File: config.mk
export PLATFORM = sky130hd
export DESIGN_NAME = sorted_priority_queue_top
export DESIGN_NICKNAME = d
export VERILOG_FILES = /design/src/sv/spq_pkg.sv /design/src/sv/spq_cell.sv /design/src/sv/sorted_priority_queue_top.sv
export SDC_FILE = /design/constraint.sdc
export NUM_CORES = 2
export LEC_CHECK = 0
export ABC_AREA = 1
export BUFFER_PORTS_ARGS = -buffer_cell sky130_fd_sc_hd__buf_2
export CORE_AREA = 5 5 349 351
export CTS_CLUSTER_DIAMETER = 200
export DETAILED_ROUTE_END_ITERATION = 10
export DIE_AREA = 0 0 354 356
export SETUP_SLACK_MARGIN = 0.05
export SKIP_LAST_GASP = 1
export SYNTH_ARGS = -nofsm -noshare
export SYNTH_HDL_FRONTEND = slang
export SYNTH_SLANG_ARGS = --single-unit
export TNS_END_PERCENT = 100
File: constraint.sdc
create_clock -name clk_i -period 3.5 [get_ports clk_i]
set_input_delay 0.175 -clock clk_i [delete_from_list [all_inputs] [get_ports clk_i]]
set_output_delay 0.175 -clock clk_i [all_outputs]
set_load 0.02 [all_outputs]
File: src/sv/spq_pkg.sv
// shared types, codes and defaults of the sorted priority queue
package spq_pkg;

  localparam int unsigned DepthDefault         = 16;
  localparam int unsigned ValueWidthDefault    = 32;
  localparam int unsigned PriorityWidthDefault = 16;

  localparam logic REQ_PUSH = 1'b0;
  localparam logic REQ_POP  = 1'b1;

  localparam logic [1:0] ST_OK        = 2'd0;
  localparam logic [1:0] ST_POP_EMPTY = 2'd1;
  localparam logic [1:0] ST_PUSH_FULL = 2'd2;

  typedef struct packed {
    logic               req_type;
    logic signed [31:0] new_value;
    logic signed [15:0] new_priority;
  } spq_req_t;

  typedef struct packed {
    logic signed [31:0] popped_value;
    logic signed [31:0] top_value;
    logic               is_empty;
    logic        [4:0]  entry_count;
    logic        [1:0]  status;
  } spq_rsp_t;

  // operation applied to every cell in the same cycle
  typedef struct packed {
    logic push;
    logic pop;
  } spq_op_t;

endpackage

File: src/sv/spq_cell.sv
// one compare-and-shift cell of the sorted row
module spq_cell
  import spq_pkg::*;
#(
  parameter int unsigned ValueWidth    = ValueWidthDefault,
  parameter int unsigned PriorityWidth = PriorityWidthDefault
) (
  input  logic                            clk_i,
  input  spq_op_t                         op_i,
  input  logic                            occupied_i,
  input  logic signed [ValueWidth-1:0]    new_value_i,
  input  logic signed [PriorityWidth-1:0] new_priority_i,
  input  logic                            left_ge_i,
  input  logic signed [ValueWidth-1:0]    left_value_i,
  input  logic signed [PriorityWidth-1:0] left_priority_i,
  input  logic signed [ValueWidth-1:0]    right_value_i,
  input  logic signed [PriorityWidth-1:0] right_priority_i,
  output logic                            ge_o,
  output logic signed [ValueWidth-1:0]    value_o,
  output logic signed [PriorityWidth-1:0] priority_o,
  output logic signed [ValueWidth-1:0]    value_d_o
);

  logic signed [ValueWidth-1:0]    value_q, value_d;
  logic signed [PriorityWidth-1:0] priority_q, priority_d;

  // new entry belongs at or in front of this cell; empty cells always agree
  assign ge_o = !occupied_i || (priority_q <= new_priority_i);

  always_comb begin
    value_d    = value_q;
    priority_d = priority_q;
    if (op_i.push) begin
      if (ge_o && !left_ge_i) begin
        value_d    = new_value_i;
        priority_d = new_priority_i;
      end else if (ge_o) begin
        value_d    = left_value_i;
        priority_d = left_priority_i;
      end
    end else if (op_i.pop) begin
      value_d    = right_value_i;
      priority_d = right_priority_i;
    end
  end

  always_ff @(posedge clk_i) begin
    value_q    <= value_d;
    priority_q <= priority_d;
  end

  assign value_o    = value_q;
  assign priority_o = priority_q;
  assign value_d_o  = value_d;

endmodule

File: src/sv/sorted_priority_queue_top.sv
// sorted priority queue built as a row of compare-and-shift cells
//
//   channel   direction  handshake            payload
//   request   in         start / busy         req_i  (spq_req_t)
//   result    out        done_o strobe        rsp_o  (spq_rsp_t)
//
// one transfer per cycle: every cell compares and shifts in the same cycle,
// so a push or pop finishes in the cycle it is taken
// the result is registered and appears on rsp_o in the cycle after the transfer,
// marked by done_o; busy stays low; the request side is never held off
// reset clears the fill count and the result strobe; cell contents are
// left as they are and never show, since only filled cells are read
// the receiver cannot stall, so no result is ever held back
module sorted_priority_queue_top
  import spq_pkg::*;
#(
  parameter int unsigned Depth         = DepthDefault,
  parameter int unsigned ValueWidth    = ValueWidthDefault,
  parameter int unsigned PriorityWidth = PriorityWidthDefault
) (
  input  logic     clk_i,
  input  logic     rst_ni,
  input  logic     start,
  output logic     busy,
  input  spq_req_t req_i,
  output logic     done_o,
  output spq_rsp_t rsp_o
);

  localparam int unsigned CntWidth = $clog2(Depth + 1);

  logic [CntWidth-1:0] count_q, count_d;
  logic                done_q;
  spq_rsp_t            rsp_q, rsp_d;

  logic    accept;
  logic    full, empty;
  spq_op_t op;

  logic signed [ValueWidth-1:0]    new_value;
  logic signed [PriorityWidth-1:0] new_priority;

  // per-cell wiring of the row
  logic                            occupied [Depth];
  logic                            ge       [Depth];
  logic signed [ValueWidth-1:0]    value    [Depth];
  logic signed [PriorityWidth-1:0] prio     [Depth];
  logic signed [ValueWidth-1:0]    value_d  [Depth];

  assign busy   = 1'b0;
  assign accept = start && !busy;
  assign full   = (count_q == CntWidth'(Depth));
  assign empty  = (count_q == '0);

  // fit the incoming fields to the stored widths, sign kept
  assign new_value    = ValueWidth'(req_i.new_value);
  assign new_priority = PriorityWidth'(req_i.new_priority);

  assign op.push = accept && (req_i.req_type == REQ_PUSH) && !full;
  assign op.pop  = accept && (req_i.req_type == REQ_POP) && !empty;

  for (genvar i = 0; i < Depth; i++) begin : g_cell
    logic                            left_ge;
    logic signed [ValueWidth-1:0]    left_value, right_value;
    logic signed [PriorityWidth-1:0] left_prio, right_prio;

    assign occupied[i] = (count_q > CntWidth'(i));

    if (i == 0) begin : g_head
      // nothing in front of the head cell
      assign left_ge    = 1'b0;
      assign left_value = new_value;
      assign left_prio  = new_priority;
    end else begin : g_body
      assign left_ge    = ge[i-1];
      assign left_value = value[i-1];
      assign left_prio  = prio[i-1];
    end

    if (i == Depth - 1) begin : g_tail
      // last cell keeps its own contents on pop, it is vacated by the count
      assign right_value = value[i];
      assign right_prio  = prio[i];
    end else begin : g_inner
      assign right_value = value[i+1];
      assign right_prio  = prio[i+1];
    end

    spq_cell #(
      .ValueWidth   (ValueWidth),
      .PriorityWidth(PriorityWidth)
    ) u_cell (
      .clk_i           (clk_i),
      .op_i            (op),
      .occupied_i      (occupied[i]),
      .new_value_i     (new_value),
      .new_priority_i  (new_priority),
      .left_ge_i       (left_ge),
      .left_value_i    (left_value),
      .left_priority_i (left_prio),
      .right_value_i   (right_value),
      .right_priority_i(right_prio),
      .ge_o            (ge[i]),
      .value_o         (value[i]),
      .priority_o      (prio[i]),
      .value_d_o       (value_d[i])
    );
  end

  // fill count and result of the current transfer
  always_comb begin
    count_d = count_q;
    if (op.push) begin
      count_d = count_q + 1'b1;
    end else if (op.pop) begin
      count_d = count_q - 1'b1;
    end

    rsp_d              = '0;
    rsp_d.popped_value = op.pop ? 32'(value[0]) : '0;
    rsp_d.top_value    = (count_d != '0) ? 32'(value_d[0]) : '0;
    rsp_d.is_empty     = (count_d == '0);
    rsp_d.entry_count  = 5'(count_d);
    rsp_d.status       = ST_OK;
    if (req_i.req_type == REQ_PUSH && full) begin
      rsp_d.status = ST_PUSH_FULL;
    end else if (req_i.req_type == REQ_POP && empty) begin
      rsp_d.status = ST_POP_EMPTY;
    end
  end

  always_ff @(posedge clk_i or negedge rst_ni) begin
    if (!rst_ni) begin
      count_q <= '0;
      done_q  <= 1'b0;
    end else begin
      count_q <= count_d;
      done_q  <= accept;
    end
  end

  // result payload, qualified by the strobe
  always_ff @(posedge clk_i) begin
    if (accept) begin
      rsp_q <= rsp_d;
    end
  end

  assign done_o = done_q;
  assign rsp_o  = rsp_q;

endmodule

; After elaboration in Yosys (flattened, before gate mapping)
; Cells that the tools add are included.
[classes]
n_bitwise = 1
addsub = 2
reduce_logical = 91
order_cmp = 32
mux = 125
eq_ne = 16
[ops]
columns = op, count
row1 = $mux 32, 61
row2 = $mux 16, 61
row3 = $le 16x16->1, 16
row4 = $ne 3x1->1 const B, 14
row5 = $gt 5x4->1 const B, 8
row6 = $logic_not 1->1, 33
row7 = $reduce_and 2->1, 16
row8 = $logic_and 1x1->1, 21
row9 = $gt 5x3->1 const B, 4
row10 = $logic_or 1x1->1, 16
row11 = $gt 5x1->1 const B, 2
row12 = $gt 5x2->1 const B, 2
row13 = $logic_not 5->1, 2
row14 = $mux 5, 2
row15 = $add 5x1->5 const B, 1
row16 = $eq 5x5->1 const B, 1
row17 = $reduce_bool 5->1, 1
row18 = $sub 5x1->5 const B, 1
row19 = $reduce_bool 2->1, 2
row20 = $ne 2x1->1 const B, 1
row21 = $mux 1, 1
row22 = $not 1->1, 1
[totals]
input_bits = 52
reg_bits = 846
elab_cells = 306
output_inout_bits = 74

; Logic depth before layout (Yosys ltp)
[depth]
ltp_word = 7
depth_mapped = 20
mapped_depth_nobuf = 18

; Hierarchy
; From an unflattened synthesis, not the netlist that was laid out.
[unflattened]
hier_cells = 10290
area_unflattened_um2 = 64066.4
[modules_own_cells]
columns = module, area_each_um2, seq_area_each_um2, cells_each, n_inst
row1 = spq_cell at g_cell[1].u_cell ..., 3784.9, 1121.1, 623, 9
row2 = spq_cell at g_cell[0].u_cell ..., 3768.6, 1121.1, 623, 7
row3 = sorted_priority_queue_top, 3622.2, 2312.2, 322, 1

; Worst setup path after synthesis
; OpenSTA, ideal clock, no wires.
[synth_path]
path_type = input -> register
from = input req_i[15] (netlist name)
to = register g_cell[0].u_cell.priority_q[0] (enable)
arrival_time_ns = 3.565
path_stages = 12
setup_time_ns = 0.411
n_path_buf = 3
path_slack_ns = -0.476
required_ns = 3.089
path_cell_list = inv_1 clkbuf_1 ha_1 a21oi_1 o21ai_0 a21oi_1 nand3_1 inv_1 nor2_4 buf_2 buf_4 o21ai_0
[synth_via]
elab_chain_len = 4
[synth_lines]
columns = item, line_no
row1 = from (decl), sorted_priority_queue_top.sv:25  ; input spq_req_t req_i,
row2 = $le 16x16->1, spq_cell.sv:28  ; assign ge_o = !occupied_i || (priority_q <= new_priority_i);
row3 = $logic_or 1x1->1, spq_cell.sv:28
row4 = $ne 2x1->1 (no line), n/a
row5 = $reduce_and 2->1 (no line), n/a
row6 = to (signal assigned), spq_cell.sv:49  ; priority_q <= priority_d;
row7 = to (decl), spq_cell.sv:25  ; logic signed [PriorityWidth-1:0] priority_q, priority_d;
; Every way passes these cells.
; A chain may end at the register's enable or synchronous reset.

; Final worst setup path
[layout_path]
from = register count_q[1]
to = register g_cell[2].u_cell.value_q[9], data pin
[layout_via]
elab_chain_len = 7
elab_cells_between_ends = 13
cone_classes = order compare (2) / eq/ne (1) / mux (2) / reduce/logical (8)
[layout_lines]
columns = item, line_no
row1 = from (decl), sorted_priority_queue_top.sv:32  ; logic [CntWidth-1:0] count_q, count_d;
row2 = from (signal assigned), sorted_priority_queue_top.sv:137  ; count_q <= count_d;
row3 = $gt 5x1->1, sorted_priority_queue_top.sv:67  ; assign occupied[i] = (count_q > CntWidth'(i));
row4 = $logic_not 1->1, spq_cell.sv:28
row5 = $logic_or 1x1->1, spq_cell.sv:28
row6 = $logic_not 1->1, spq_cell.sv:34  ; if (ge_o && !left_ge_i) begin
row7 = $logic_and 1x1->1, spq_cell.sv:34
row8 = $mux 32, spq_cell.sv:34
row9 = $mux 32 *, spq_cell.sv:33  ; if (op_i.push) begin
row10 = net g_cell[2].u_cell.value_d_o[9], spq_cell.sv:21  ; output logic signed [ValueWidth-1:0] value_d_o
row11 = to (signal assigned), spq_cell.sv:48  ; value_q <= value_d;
row12 = to (decl), spq_cell.sv:24  ; logic signed [ValueWidth-1:0] value_q, value_d;
; The timed path passes the listed nets; every way through them passes the cells marked *.

==> run_results.csv <==
group,metric,value,unit
yosys,syn_inst,6875,
power,power_density,770,nW/um^2
cts,clock_latency,690,ps
route,wl_per_cell,16.3,um
placed_design,place_inst,8251,
placed_design,portBuffers,124,
worst_setup_path,worstPathMaxFanout,103,
global_routing,grt_max_degree,144,
floorplanning,fp.dieW,354,um
route,met2_length,57800,um
yosys,yosysTopAreaCell,"edfxtp_1",
yosys,yosysTopAreaCellShare,0.460,
global_routing,grt_pass1_wl,228000,um
yosys,synth_edf_count,808,
cts,cts.htree.levels,3,
finish,nNetsFinal,7165,
power,p_leak,29.0,nW
sta,rsz0062_at_grt,"false",
finish,synthToLayoutAreaGrowth,12.1,%
yosys,synth-compound-area-share,0.0294,
cts,root_buffer,"clkbuf_16",
route,wirelength_met1,69600,um
sta,fin_tns_setup,0,ps
cts,cts_tree,"built",
cts,postCtsSetupBuffers,0,
worst_setup_path,critical_path_class,"register to register",
yosys,synth-main-ff-cell,"edfxtp_1",
yosys,synth-xor-area-share,0.000498,
sta,skew,24.2,ps
route,post-route-drc-count,0,
route,vias,43500,
floorplanning,pin_count,126,
yosys,synth_area_leaders,"edfxtp_1 (46%), nand2_1 (18%), nand3_1 (14%)",
yosys,synth-adder-area-share,0.0619,
floorplanning,die_area,126000,um^2
yosys,yosysMostFrequentCell,"nand2_1",
sta,tightest_slew,1110,ps
floorplanning,start_util,0.444,
sta,hold_violations,0,
worst_setup_path,end_kind,"register",
power,ir_worst_vdd,0.465,mV
sta,slew_headroom,0.261,
hold_path,hp-class,"input port to register",
finish,antennaDiodeCount,0,
status,outcome,"complete, no violations",
cts,cts_sinks,846,
yosys,syn-num-nets,7188,
route,routed_wl,138000,um
route,met3RoutedLength,8290,um
finish,drive_gt1_frac,0.0697,
finish,layout.cells.non_filler,8476,
yosys,synth_area,52700,um^2
worst_setup_path,arrival,3660,ps
floorplanning,num_rows,127,
placed_design,place_congestion,0.850,
yosys,synth_top_family_by_area,"simple AND/OR/NAND/NOR gates",
global_routing,antenna_found_initial,0,
yosys,yosys_warnings,0,
job,cap_viol_max_count,0,
cts,clk_pin_slew_worst_paths,60,ps
route,via_per_inst,5.13,
cts,cts-buffers-inserted,97,
yosys,synthMuxAreaShare,0,
finish,fillers,11600,
yosys,synth_simple_gate_area_frac,0.336,
worst_setup_path,startpoint_type,"register",
sta,post-route-period-util,0.892,
yosys,synth.avg_cell_area,7.67,um^2
yosys,yosys-top-cells-count,"nand2_1 (2512), nand3_1 (1466), inv_1 (843)",
sta,fmax,320,MHz
route,first_pass_iters,6,
global_routing,grt_pass1_vias,41600,
floorplanning,core,119000,um^2
yosys,async_flop_share,0.00709,
route,ant_nets,0,
sta,post-route-min-period,3120,ps
placed_design,dpl.hpwl,99600,um
route,top_layer,"met4",
sta,finalMaxSlewViolations,0,
cts,ctsLongestPathBuffers,3,
global_routing,gr-total-overflow,0,
worst_setup_path,crit_required,4030,ps
yosys,ys_ff_latch,846,
route,drt_iter0_markers,4378,
sta,setup-violations-final,0,
sta,hold_ws,51.0,ps
yosys,ys_types,37,
global_routing,grt_util_all_layers,0.215,
floorplanning,chipHeight,356,um
yosys,yosysSeqAreaShare,0.475,
-- state kept, by name, indices dropped and copies added (netlist names) --
register / cells
g_cell.u_cell.value_o: 512
done_o: 1
rsp_o: 72
g_cell.u_cell.priority_o: 256
count_q: 5
-- layout make-up --
type,count,area (um^2),area share
flip-flops and latches,846,25100,0.424
well taps,1548,1940,0.0328
clock buffers,121,2550,0.0431
multi-input cells,4716,22700,0.383
inverters,854,3250,0.0550
clock inverters,54,629,0.0106
repair buffers,337,3040,0.0513
-- cells in the final DEF, fill, tap and decap left out, types with 13 or more instances in the layout --
| master | n |
|---|---|
| nand2_1 | 2511 |
| nand3_1 | 1456 |
| inv_1 | 828 |
| edfxtp_1 | 808 |
| ha_1 | 261 |
| a21oi_1 | 153 |
| buf_2 | 123 |
| nor2_1 | 109 |
| buf_4 | 109 |
| clkbuf_16 | 98 |
| o21ai_0 | 63 |
| buf_12 | 55 |
| nand4_1 | 50 |
| dlygate4sd3_1 | 50 |
| dfxtp_1 | 32 |
| a22oi_1 | 31 |
| clkbuf_1 | 22 |
| clkinv_1 | 18 |
| clkinv_2 | 18 |
| inv_2 | 14 |
| bufinv_16 | 13 |
-- routing by layer --
layer,vias to the layer above,global-route usage
li1,22400,-
met2,1292,0.327
met1,19600,0.331
met3,159,0.0263
met4,0,0.0439
met5,-,0
-- critical path: stages (launching register included) --
cell	delay, ps
dfrtp_1	430
inv_1	180
ha_1	290
nand4_1	250
nand2_4	240
buf_4	310
buf_4	870
nand2_1	190
nand2_1	120
-- kinds of logic after synthesis --
logic type,Yosys count
simple gates,4170
buf+inv,1313
flops,846
compound gates,281
fa+ha+maj,261
xor+xnor,3
other cells,1
-- stage by stage --
step | util | cell area [um^2] | worst slack, ps | power (mW)
4_1_cts | 0.498 | 59100 | 397 | 45.8
3_5_place_dp | 0.467 | 55400 | 394 | 35.3
2_1_floorplan | - | 52800 | 58.0 | 29.9
5_1_grt | 0.498 | 59100 | 221 | 49.1
3_3_place_gp | 0.467 | 55400 | 394 | 34.9
6_report | 0.498 | 59100 | 378 | 45.5
-- final timing paths --
kind / startpoint / endpoint / slack (ps) / cells after the start
max: count_q[1]$_DFF_PN0_ / g_cell[2].u_cell.value_o[9]$_DFFE_PP_ / 380 / 8
min: req_i[47] / g_cell[0].u_cell.value_o[31]$_DFF_P_ / 50 / 5
max reg2reg: count_q[1]$_DFF_PN0_ / g_cell[2].u_cell.value_o[9]$_DFFE_PP_ / 380 / 8
min reg2reg: g_cell[0].u_cell.value_o[4]$_DFF_P_ / g_cell[0].u_cell.value_o[4]$_DFF_P_ / 500 / 2
max in group asynchronous: rst_ni / done_o$_DFF_PN0_ / 2640 / 3
min in group asynchronous: rst_ni / count_q[1]$_DFF_PN0_ / 540 / 3
-- timing repair --
item | in CTS | in global routing
endpoints found under the setup margin | 0 | 0
endpoints found under the hold margin | 57 | 0
gates resized for setup | 0 | 0
hold buffers | 50 | 0
-- where the power goes --
group / switching [mW] / internal, mW / total, mW
combinational: 12.8 / 6.00 / 18.8
sequential: 1.53 / 14.8 / 16.4
clock: 4.22 / 6.11 / 10.3
(Power assumes the default switching activity.)
